==> config.mk <==
export PLATFORM = sky130hd
export DESIGN_NAME = cwmf_ctrl
export DESIGN_NICKNAME = d
export VERILOG_FILES = /design/src/rtl/cwmf_pkg.sv /design/src/rtl/cwmf_ctrl.sv
export VERILOG_INCLUDE_DIRS = /design/src /design/src/rtl
export SDC_FILE = /design/constraint.sdc
export NUM_CORES = 1
export LEC_CHECK = 0
export ABC_AREA = 1
export BUFFER_PORTS_ARGS = -buffer_cell sky130_fd_sc_hd__buf_4
export CAP_MARGIN = 40
export CORE_AREA = 5 5 42 44
export CTS_BUF_LIST = sky130_fd_sc_hd__clkbuf_4 sky130_fd_sc_hd__clkbuf_8 sky130_fd_sc_hd__clkbuf_16
export CTS_CLUSTER_SIZE = 40
export DETAILED_ROUTE_END_ITERATION = 8
export DIE_AREA = 0 0 47 49
export GPL_ROUTABILITY_DRIVEN = 0
export PLACE_DENSITY = 0.53
export REMOVE_ABC_BUFFERS = 1
export SETUP_SLACK_MARGIN = 0.05
export SLEW_MARGIN = 20
export SYNTH_ARGS = -nofsm -noshare
export SYNTH_HDL_FRONTEND = slang
export SYNTH_SLANG_ARGS = --single-unit
==> constraint.sdc <==
create_clock -name clk -period 2.4 [get_ports clk]
set_input_delay 0.12 -clock clk [delete_from_list [all_inputs] [get_ports clk]]
set_output_delay 0.12 -clock clk [all_outputs]
set_load 0.02 [all_outputs]
==> src/rtl/clipped_window_median_filter_unit_defines.svh <==
// Assertion macros for the clipped window median filter.
`ifndef CLIPPED_WINDOW_MEDIAN_FILTER_UNIT_DEFINES_SVH
`define CLIPPED_WINDOW_MEDIAN_FILTER_UNIT_DEFINES_SVH
`ifndef NO_ASSERTIONS
`define CWM_ASSERT(label, clk, rst_n, prop, msg) \
  label: assert property (@(posedge clk) disable iff (!rst_n) prop) else $error(msg);
`define CWM_ASSERT_NR(label, clk, prop, msg) \
  label: assert property (@(posedge clk) prop) else $error(msg);
`else
`define CWM_ASSERT(label, clk, rst_n, prop, msg)
`define CWM_ASSERT_NR(label, clk, prop, msg)
`endif
`endif

==> src/rtl/cwmf_pkg.sv <==
// Package with item types, register indexes and controller states.
`default_nettype none
package cwmf_pkg;
  typedef struct packed {
    logic        action;
    logic [5:0]  column;
    logic [5:0]  row;
    logic [15:0] pixel_value;
  } cwmf_in_t;

  typedef struct packed {
    logic [16:0] median_half_units;
    logic [7:0]  window_count;
  } cwmf_out_t;

  localparam logic [1:0] REG_WIDTH  = 2'd0;
  localparam logic [1:0] REG_HEIGHT = 2'd1;
  localparam logic [1:0] REG_HX     = 2'd2;
  localparam logic [1:0] REG_HY     = 2'd3;

  localparam logic ACT_WRITE = 1'b0;
  localparam logic ACT_QUERY = 1'b1;

  typedef enum logic [2:0] {
    ST_IDLE,
    ST_SETUP,
    ST_GATHER,
    ST_SELECT,
    ST_PICK,
    ST_DONE
  } cwmf_state_t;

  typedef struct packed {
    logic store_write;
    logic query_start;
    logic setup;
    logic gather;
    logic sel_start;
    logic sel_step;
    logic pick;
  } cwmf_cmd_t;

  typedef struct packed {
    logic gather_done;
    logic sel_done;
  } cwmf_status_t;
endpackage
`default_nettype wire

==> src/rtl/cwmf_ctrl.sv <==
// Controller state machine for the median filter.
`default_nettype none
`include "clipped_window_median_filter_unit_defines.svh"
module cwmf_ctrl
  import cwmf_pkg::*;
(
  input  wire logic         clk,
  input  wire logic         rst_n,
  input  wire logic         in_valid,
  input  wire logic         in_action,
  output logic              in_ready,
  output logic              out_valid,
  input  wire logic         out_ready,
  output cwmf_cmd_t         cmd,
  input  wire cwmf_status_t stat
);
  cwmf_state_t state_r, state_nxt;

  always_ff @(posedge clk) begin
    if (!rst_n) begin
      state_r <= ST_IDLE;
    end else begin
      state_r <= state_nxt;
    end
  end

  always_comb begin
    state_nxt = state_r;
    cmd = '0;
    in_ready = 1'b0;
    out_valid = 1'b0;
    unique case (state_r)
      ST_IDLE: begin
        in_ready = 1'b1;
        if (in_valid) begin
          if (in_action == ACT_WRITE) begin
            cmd.store_write = 1'b1;
          end else begin
            cmd.query_start = 1'b1;
            state_nxt = ST_SETUP;
          end
        end
      end
      ST_SETUP: begin
        cmd.setup = 1'b1;
        state_nxt = ST_GATHER;
      end
      ST_GATHER: begin
        cmd.gather = 1'b1;
        if (stat.gather_done) begin
          state_nxt = ST_SELECT;
        end
      end
      ST_SELECT: begin
        cmd.sel_start = 1'b1;
        state_nxt = ST_PICK;
      end
      ST_PICK: begin
        cmd.sel_step = 1'b1;
        if (stat.sel_done) begin
          cmd.pick = 1'b1;
          state_nxt = ST_DONE;
        end
      end
      ST_DONE: begin
        out_valid = 1'b1;
        if (out_ready) begin
          state_nxt = ST_IDLE;
        end
      end
      default: state_nxt = ST_IDLE;
    endcase
  end

  `CWM_ASSERT(a_ready_idle, clk, rst_n, in_ready |-> state_r == ST_IDLE, "ready outside idle")
  `CWM_ASSERT(a_query_goes, clk, rst_n, (in_valid && in_ready && in_action == ACT_QUERY) |=> state_r == ST_SETUP, "query not started")
  `CWM_ASSERT(a_out_hold, clk, rst_n, (out_valid && !out_ready) |=> out_valid, "result dropped")
endmodule
`default_nettype wire

==> results.md, run 1 <==
* Iter 0 DRT Violations at 0
* Sw frac at 0.428
* Status: complete, no violations
* # DRC at 0
* Netlist cell types at 15
* Fin nets at 69
* Drt wl/cell at 8.38 um
* P&R area growth vs syn at 59.2%
* Critical Path AT at 1.26 ns
* Routed vias/inst at 4.01
* Final hold violation count at 0
* Fmax at 722 MHz
* Number of H-tree levels at 1
* Hold Crit Depth at 2
* Simple-gate portion of the synthesized area at 0.540
* Hold Path Class: input pin to flip-flop
* Hold_sp: rst_n
* Mux share of post-synthesis cell area at 0
* Clk pwr share at 0.249
* Critical path launch point type: flip-flop
* Max reg flops at 3
* Post-CTS Setup Inserts at 0
* Post-Synth Adder-Cell Area at 0
* Slowest stage delay, CP at 0.38 ns
* Met3 WL at 81 um
* Clk sinks at 3
* WL final at 645 um
* Mapped Avg Cell Area at 6.20 um^2
* Sequential share of power at 0.229
* Clock root buffer: clkbuf_4
* Post-CTS Resized at 0
* Worst Hold End: state_r[1]
* Vias in the first global route at 306
* Site row count at 14
* Post-DP HPWL at 536 um
* Count of final setup violators at 0
* Total CTS buffers at 3
* Leak Pwr at 0.238 nW
* Cell Chain, Critical Path: nor2_4 -> inv_1 -> nor2_1 -> nand2_1 -> nor2_1 -> buf_4
* Capturing point of the worst reg2reg path: state_r[0]
* Number of synthesized register bits at 3
* Fin crit share at 0.577
* Setup CP Type: flip-flop to output port
* Total power at 390 uW
* Crit-path slowest cell: dfxtp_1
* Core area at 1400 um^2
* VDD IR max at 0.383 mV
* Most frequent cell on the critical path: nor2_1
* Die height at 49 um
* DP Area at 394 um^2
* Worst clock skew at 0.000507 ns
* Top Registers: state_r (3)
* Worst-margin pin slew at 0.333 ns
* Fillcell total at 163
* DR top layer: met3
* Ys Warns at 0
* Slack of the worst reg-to-reg path at 1.27 ns
* Internal power at 223 uW
* Register area share after synthesis at 0.225
* Clock transition at path regs at 0.04 ns
* First-pass GRT wire length at 1.18 mm
* Top cells by area, synth: dfxtp_1 (23%), inv_1 (14%), nor2_1 (11%)
* Most flop-heavy register: state_r
* Post-Syn Area at 267 um^2
* CP Data Required Time at 2.28 ns
* CTS tree: yes
* Pre-antenna DRT Iters at 1
* N_diodes at 0
* Worst r2r path cells at 7
* Comb pwr share at 0.522
* Largest family of logic cells by synthesized area: simple AND/OR/NAND/NOR gates
* Pin count of the biggest net entering global routing at 12
* Xor/xnor share of the synthesized area at 0
* CP endpoint kind: output port
* Total Routing Usage GR at 0.0697
* Total grt overflow at 0
* Max-cap violation count at 0
* Via count at 309
* Hold-fix buffers at CTS at 0
* Fin util at 0.303
* Final Non-Filler Cells at 77
* PwrDens at 919 nW/um^2
* Buffers on Ports at 15
* Synth top area share at 0.225
* Final Slew Violations at 0
* Initial antenna violation count at 0
* Final Critical Period at 1.38 ns
* Placed cell count at 73
* Reg-to-reg startpoint: state_r[2]
* DRT antenna net count at 0
* Routed wl met2 at 251 um
* Ports at 16
* Relative slew slack at 0.777
* Initial Util at 0.190
* Synth area leader: dfxtp_1
* Post-route setup TNS at 0 ns
* P_sw at 167 uW
* M1 WL at 312 um
* Clk_lat worst skew at 0.22 ns
* Layout cells sized above 1 at 0.410
* Design area at 424 um^2
* Crit path max fanout at 7
* CTS max path bufs at 2
* Post-synthesis compound-gate area fraction at 0.0751
* RSZ-0062 raised after global routing: no
* Die width at 47 um
* Cells after Synth at 43
* Die Area at 2300 um^2
==> metal layers <==
layer | track usage | vias up
met5 | 0 | -
met2 | 0.0837 | 13
met3 | 0.0258 | 0
met1 | 0.101 | 128
li1 | - | 168
met4 | 0.0415 | 0
==> synth_stat cells <==
master    number
o211ai_1       1
nor2_4         2
nand2_1        6
dfxtp_1        3
inv_1         10
nand3_2        2
nand4_1        1
nor2_1         8
nand3_1        1
nand2_4        1
buf_2          1
nand2_2        1
o21a_1         1
o21ai_0        1
nor3_1         4
==> placed cells by master (no fill, tap or decap) <==
cell type / Yosys / routed
buf_4: 0 / 15
inv_1: 10 / 10
nor2_1: 8 / 8
nand2_1: 6 / 6
nor3_1: 4 / 4
clkbuf_4: 0 / 4
dfxtp_1: 3 / 3
nor2_4: 2 / 2
nand3_2: 2 / 2
o21a_1: 1 / 1
o21ai_0: 1 / 1
nand4_1: 1 / 1
nand3_1: 1 / 1
nand2_2: 1 / 1
nand2_4: 1 / 1
o211ai_1: 1 / 1
==> worst max-delay path by stage <==
stage                    start  endpoint  slack (ns)  depth (start not counted)
floorplan           state_r[0]    cmd[6]        1.00                          5
global placement    state_r[0]    cmd[6]        1.25                          6
detailed placement  state_r[0]    cmd[6]        1.24                          6
CTS                 state_r[0]    cmd[6]        0.99                          6
global route        state_r[0]    cmd[4]        0.87                          3
finish              state_r[0]    cmd[6]        1.02                          6
==> per-stage QoR <==
| step | hold slack [ns] | setup slack [ns] |
|---|---|---|
| 2_1_floorplan | 0.238 | 1.00 |
| 3_3_place_gp | 0.353 | 1.25 |
| 3_5_place_dp | 0.352 | 1.24 |
| 4_1_cts | 0.114 | 0.986 |
| 5_1_grt | 0.115 | 0.868 |
| 6_report | 0.122 | 1.02 |
==> cells by family after synthesis <==
group	after synthesis
and+or+nand+nor	26
DFF	3
AOI/OAI and AO/OA	3
buffers and inverters	11
==> final cells by class <==
cell class,instances,area (um^2),area share
multi-input combinational,29,164,0.386
timing repair buffer,15,113,0.265
sequential,3,60.1,0.142
inverter,10,37.5,0.0885
clock buffer,4,30.0,0.0708
tap,16,20.0,0.0472
==> power groups by stage <==
stage	Sequential, mW	Clock, mW	Combinational [mW]
after floorplan	0.0846	0	0.142
after global routing	0.0959	0.107	0.228
after detailed placement	0.0905	0	0.206
after CTS	0.0898	0.101	0.206
final	0.0894	0.0969	0.204
after global placement	0.0908	0	0.205
==> worst max-delay path: cells and delay by family, from the launching register on <==
family / cells / cell delay [ns]
simple gates: 4 / 0.45
flops: 1 / 0.38
buf+inv: 2 / 0.22
(Power assumes the default switching activity.)
==> run 2: changes to the inputs <==
--- a/config.mk
+++ b/config.mk
@@ -6,7 +6,7 @@
 export SDC_FILE = /design/constraint.sdc
 export NUM_CORES = 1
 export LEC_CHECK = 0
-export ABC_AREA = 1
+export ABC_AREA = 0
 export BUFFER_PORTS_ARGS = -buffer_cell sky130_fd_sc_hd__buf_4
 export CAP_MARGIN = 40
 export CORE_AREA = 5 5 42 44
==> constraint.sdc (replaced) <==
create_clock -name clk -period 1.4 [get_ports clk]
set_input_delay 0.07 -clock clk [delete_from_list [all_inputs] [get_ports clk]]
set_output_delay 0.07 -clock clk [all_outputs]
set_load 0.02 [all_outputs]
==> results.md, run 2 <==
* Relative slew slack at 0.856 (was 0.777)
* FFs w/ async S/R, synth at 0 (unchanged)
* PwrDens at 1350 nW/um^2 (was 919 nW/um^2)
* Final hold violation count at 0 (unchanged)
* CTS tree: yes (unchanged)
* Sequential share of power at 0.261 (was 0.229)
* Site row count at 14 (unchanged)
* Ports at 16 (unchanged)
* Post-CTS Resized at 2 (was 0)
* Number of H-tree levels at 1 (unchanged)
* Total power at 543 uW (was 390 uW)
* Setup CP Type: flip-flop to output port (unchanged)
* Synth top cells by count: dfxtp_1 (3), nor2_1 (3) (was inv_1 (10), nor2_1 (8), nand2_1 (6), nor3_1 (4), dfxtp_1 (3))
* Fin crit share at 0.878
* Post-CTS Setup Inserts at 0 (unchanged)
* Pin count of the biggest net entering global routing at 10 (was 12)
* Count of final setup violators at 0 (unchanged)
* Netlist cell types at 20 (was 15)
* Die height at 49 um (unchanged)
* Comb pwr share at 0.425 (was 0.522)
* Total grt overflow at 0 (unchanged)
* Synth area leader: dfxtp_1 (unchanged)
* Clock transition at path regs at 0.04 ns (about the same)
* Pre-antenna DRT Iters at 1 (unchanged)
* P_sw at 186 uW (was 167 uW)
* Post-DP HPWL at 495 um (was 536 um)
* Total Routing Usage GR at 0.0598 (was 0.0697)
* Leak Pwr at 0.184 nW (was 0.238 nW)
* Ys flop type: dfxtp_1 (unchanged)
* Post-Syn Area at 265 um^2 (was 267 um^2)
* Total CTS buffers at 3 (unchanged)
* Worst clock skew at 0.00245 ns (was 0.000507 ns)
* CTS max path bufs at 2 (unchanged)
* Mapped Avg Cell Area at 9.47 um^2 (was 6.20 um^2)
* Final Critical Period at 1.23 ns
* Die Area at 2300 um^2 (unchanged)
* Hold Path Class: input pin to flip-flop (unchanged)
* DRT antenna net count at 0 (unchanged)
* Routed vias/inst at 4.10 (was 4.01)
* Leading cell type in the layout, fill and taps excluded: buf_4 (unchanged)
* Cell Chain, Critical Path: nand2b_4 -> nor2_1 -> and2_1 -> buf_4 (was nor2_4 -> inv_1 -> nor2_1 -> nand2_1 -> nor2_1 -> buf_4)
* Synth top area share at 0.226 (was 0.225)
* Hold-fix buffers at CTS at 0 (unchanged)
* Place WS at 0.253 ns (was 1.24 ns)
* N_diodes at 0 (unchanged)
* Min Hold Slack at 0.0610 ns (was 0.122 ns)
* Max reg flops at 3 (unchanged)
* Fmax at 814 MHz
* First-pass GRT wire length at 945 um (was 1.18 mm)
* P&R area growth vs syn at 51.4% (was 59.2%)
* Critical path launch point type: flip-flop (unchanged)
* WL final at 587 um (was 645 um)
* Register area share after synthesis at 0.226 (was 0.225)
* Vias in the first global route at 229 (was 306)
* Slowest stage delay, CP at 0.41 ns (was 0.38 ns)
* Number of flops mapped to enable cells by yosys at 0 (unchanged)
* Top Registers: state_r (3) (unchanged)
* Clk_lat worst skew at 0.23 ns (was 0.22 ns)
* Status: complete, no violations (unchanged)
* Number of synthesized register bits at 3 (unchanged)
* Initial Util at 0.189 (was 0.190)
* Most frequent cells in the layout: buf_4 (15), clkbuf_4 (4), nor2_1 (3), dfxtp_2 (3) (was buf_4 (15), inv_1 (10), nor2_1 (8))
* Clock root buffer: clkbuf_4 (unchanged)
* Buf+Inv Stages, Crit Path at 1 (was 2)
* Fin util at 0.287 (was 0.303)
* Sw frac at 0.343 (was 0.428)
* Critical Path AT at 1.16 ns (was 1.26 ns)
* # DRC at 0 (unchanged)
* Drt wl/cell at 9.78 um (was 8.38 um)
* Buffers on Ports at 15 (unchanged)
* Max-cap violation count at 0 (unchanged)
* CP Data Required Time at 1.33 ns (was 2.28 ns)
* Die width at 47 um (unchanged)
* Via count at 246 (was 309)
* RSZ-0062 raised after global routing: no (unchanged)
* Fin nets at 52 (was 69)
* Crit path max fanout at 9 (was 7)
* Final Slew Violations at 0 (unchanged)
* Layout cells sized above 1 at 0.659 (was 0.410)
* Ys Warns at 0 (unchanged)
* Crit-path slowest cell: dfxtp_2 (was dfxtp_1)
* Worst-margin pin slew at 0.216 ns (was 0.333 ns)
* Internal power at 357 uW (was 223 uW)
* CP endpoint kind: output port (unchanged)
* Most flop-heavy register: state_r (unchanged)
* Clk pwr share at 0.314 (was 0.249)
* Core area at 1400 um^2 (unchanged)
* Fin worst setup slack at 0.171 ns (was 1.02 ns)
* VDD IR max at 0.436 mV (was 0.383 mV)
* Initial antenna violation count at 0 (unchanged)
* Iter 0 DRT Violations at 0 (unchanged)
* Top cells by area, synth: dfxtp_1 (23%), buf_6 (8.5%), nand3b_4 (7.5%) (was dfxtp_1 (23%), inv_1 (14%), nor2_1 (11%))
* Worst path top cell family by delay: flip-flops (was simple AND/OR/NAND/NOR gates)
* Post-route setup TNS at 0 ns (unchanged)
* Clk sinks at 3 (unchanged)
* Cells after Synth at 28 (was 43)
run 2: layout make-up:
| class | count | area, um^2 |
|---|---|---|
| clock buffer | 4 | 30.0 |
| fill | 169 | 1000 |
| tap | 16 | 20.0 |
| sequential | 3 | 63.8 |
| timing repair buffer | 15 | 113 |
| multi-input combinational | 21 | 171 |
| inverter | 1 | 3.75 |
run 2: cells by family (layout without fill, tap and decap cells):
kind of cell / after synthesis / after routing / share of synthesized area
XOR/XNOR: 1 / 1 / 0.0330
AO/OA/AOI/OAI: 5 / 5 / 0.179
AND/OR/NAND/NOR: 15 / 15 / 0.434
flip-flops: 3 / 3 / 0.226
buffers and inverters: 4 / 20 / 0.127
run 2: power groups by stage:
stage / Combinational [mW] / Clock, mW / Sequential, mW
final: 0.231 / 0.170 / 0.142
after global routing: 0.250 / 0.188 / 0.147
after CTS: 0.235 / 0.181 / 0.141
after detailed placement: 0.234 / 0 / 0.141
after global placement: 0.234 / 0 / 0.139
after floorplan: 0.154 / 0 / 0.133
run 2: path summary, 6_finish.rpt:
path              startpoint  cells past startpoint         end  slack, ns
hold reg to reg   state_r[2]                      1  state_r[1]       0.57
setup reg to reg  state_r[0]                      3  state_r[0]       0.43
hold / removal         rst_n                      2  state_r[2]       0.06
setup / recovery  state_r[1]                      4      cmd[0]       0.17
run 2: metrics by stage:
step / instance area, um^2 / std cells
final: 402 / 60
after global routing: 402 / 60
after CTS: 400 / 60
after detailed placement: 368 / 56
after global placement: 368 / 56
after floorplan: 235 / 25
run 2: routing by layer:
metal,up-vias,wire length [um],global-route usage
li1,128,-,-
met1,107,207,0.0548
met2,11,288,0.0860
met3,0,91,0.0258
met4,0,0,0.0691
met5,-,0,0
==> run 3: changes to the inputs <==
--- a/config.mk
+++ b/config.mk
@@ -15,7 +15,7 @@
 export DETAILED_ROUTE_END_ITERATION = 8
 export DIE_AREA = 0 0 47 49
 export GPL_ROUTABILITY_DRIVEN = 0
-export PLACE_DENSITY = 0.53
+export PLACE_DENSITY = 0.4
 export REMOVE_ABC_BUFFERS = 1
 export SETUP_SLACK_MARGIN = 0.05
 export SLEW_MARGIN = 20
==> results.md, run 3 (synthesized netlist as in run 2, its figures left out) <==
* Status: complete, no violations (unchanged)
* Final Slew Violations at 0 (unchanged)
* # DRC at 0 (unchanged)
* Site row count at 14 (unchanged)
* Slowest stage delay, CP at 0.37 ns (was 0.41 ns)
* CP endpoint kind: output port (unchanged)
* Hold Crit Depth at 2 (unchanged)
* Worst path top cell family by delay: simple AND/OR/NAND/NOR gates (was flip-flops)
* Vias in the first global route at 253 (was 229)
* Post-route setup TNS at 0 ns (unchanged)
* Clock transition at path regs at 0.04 ns (about the same)
* P&R area growth vs syn at 51.4% (unchanged)
* Drt wl/cell at 10.8 um (was 9.78 um)
* Top Registers: state_r (3) (unchanged)
* Layout cells sized above 1 at 0.659 (unchanged)
* Final hold violation count at 0 (unchanged)
* Max-cap violation count at 0 (unchanged)
* Ports at 16 (unchanged)
* Setup CP Type: flip-flop to output port (unchanged)
* GRT met3 Usage at 0.0332 (was 0.0258)
* Die width at 47 um (unchanged)
* Worst clock skew at 0.00334 ns (was 0.00245 ns)
* Total CTS buffers at 3 (unchanged)
* PwrDens at 1360 nW/um^2 (was 1350 nW/um^2)
* Most frequent cells in the layout: buf_4 (15), clkbuf_4 (4), nor2_1 (3), dfxtp_2 (3) (unchanged)
* Post-DP HPWL at 520 um (was 495 um)
* Routed vias/inst at 4.28 (was 4.10)
* Total Routing Usage GR at 0.0654 (was 0.0598)
* Stages on worst setup path at 3 (was 4)
* WL final at 647 um (was 587 um)
* Buf+Inv Stages, Crit Path at 1 (unchanged)
* Critical Path AT at 1.17 ns (was 1.16 ns)
* VDD IR max at 0.554 mV (was 0.436 mV)
* Relative slew slack at 0.848 (was 0.856)
* Critical path launch point type: flip-flop (unchanged)
* N_diodes at 0 (unchanged)
* Leading cell type in the layout, fill and taps excluded: buf_4 (unchanged)
* Grt met2 use at 0.0950 (was 0.0860)
* Die height at 49 um (unchanged)
* Pre-antenna DRT Iters at 1 (unchanged)
* RSZ-0062 raised after global routing: no (unchanged)
* Fin nets at 52 (unchanged)
* Leak Pwr at 0.184 nW (unchanged)
* Total power at 547 uW (was 543 uW)
* CTS tree: yes (unchanged)
* Worst-margin pin slew at 0.228 ns (was 0.216 ns)
* Core area at 1400 um^2 (unchanged)
* Cell Chain, Critical Path: nor3_2 -> and3_1 -> buf_4 (was nand2b_4 -> nor2_1 -> and2_1 -> buf_4)
* Crit-path slowest cell: dfxtp_2 (unchanged)
* GRT busiest layer: met2 (unchanged)
* Fin crit share at 0.884 (was 0.878)
* First-pass GRT wire length at 1.08 mm (was 945 um)
* Clk_lat worst skew at 0.23 ns (about the same)
* Count of final setup violators at 0 (unchanged)
* Clk sinks at 3 (unchanged)
* Via count at 257 (was 246)
* Pin count of the biggest net entering global routing at 10 (unchanged)
* Final Critical Period at 1.24 ns (was 1.23 ns)
* Most flop-heavy register: state_r (unchanged)
* Max reg flops at 3 (unchanged)
* Hold Path Class: input pin to flip-flop (unchanged)
* Worst r2r path cells at 3 (unchanged)
* CTS max path bufs at 2 (unchanged)
* Initial Util at 0.189 (unchanged)
* DRT antenna net count at 0 (unchanged)
* Clock root buffer: clkbuf_4 (unchanged)
* CP Data Required Time at 1.33 ns (about the same)
* Die Area at 2300 um^2 (unchanged)
* Met1 usage at 0.0722 (was 0.0548)
* Initial antenna violation count at 0 (unchanged)
* Crit path max fanout at 8 (was 9)
* Number of H-tree levels at 1 (unchanged)
* Buffers on Ports at 15 (unchanged)
* Fmax at 808 MHz (was 814 MHz)
* Iter 0 DRT Violations at 0 (unchanged)
* Fillcell total at 166 (was 169)
* Total grt overflow at 0 (unchanged)
==> run 3: cell counts in the layout (fill, tap and decap cells not counted) <==
Identical to the previous run, type by type.
==> run 3: area by class of cell <==
type                    instances  area, um^2  area share
multi-input cells              21         171       0.427
repair buffers                 15         113       0.280
flip-flops and latches          3        63.8       0.159
clock buffers                   4        30.0      0.0748
well taps                      16        20.0      0.0498
inverters                       1        3.75     0.00935
==> run 3: what timing repair did <==
item                       in CTS  in global routing
setup endpoints to repair       1                  4
resized for setup               2                  1
hold buffers                    0                  0
buffers inserted                0                  0
==> run 3: power by group <==
part	total, mW	internal (mW)	switching, mW	leakage, nW
Clock	0.170	0.126	0.0436	0.0184
Sequential	0.144	0.104	0.0397	0.0258
Combinational	0.233	0.126	0.107	0.140
Total	0.547	0.357	0.190	0.184
==> run 3: path summary, 6_finish.rpt <==
path | slack, ns | to | start
setup / recovery | 0.16 | cmd[5] | state_r[0]
setup reg to reg | 0.41 | state_r[0] | state_r[1]
hold / removal | 0.06 | state_r[0] | rst_n
hold reg to reg | 0.57 | state_r[1] | state_r[2]
==> run 3: through the flow <==
| step | instances | hold slack (ns) | util | worst slack [ns] | area [um^2] |
|---|---|---|---|---|---|
| finish | 60 | 0.0617 | 0.287 | 0.162 | 402 |
| global route | 60 | 0.0684 | 0.287 | 0.0729 | 402 |
| CTS | 60 | 0.0617 | 0.286 | 0.0528 | 400 |
| detailed placement | 56 | 0.304 | 0.263 | 0.257 | 368 |
| global placement | 56 | 0.297 | 0.263 | 0.275 | 368 |
| floorplan | 25 | 0.188 | - | 0.127 | 235 |
==> run 3: worst register-to-register path: stages (launching register included) <==
cell	delay [ns]
dfxtp_2	0.41
a211oi_2	0.10
a221oi_2	0.27
o21a_1	0.15
==> run 3: routing by layer <==
metal	wire length, um	vias to the layer above
li1	-	130
met1	254	116
met2	326	11
met3	66	0
met4	0	0
met5	0	-
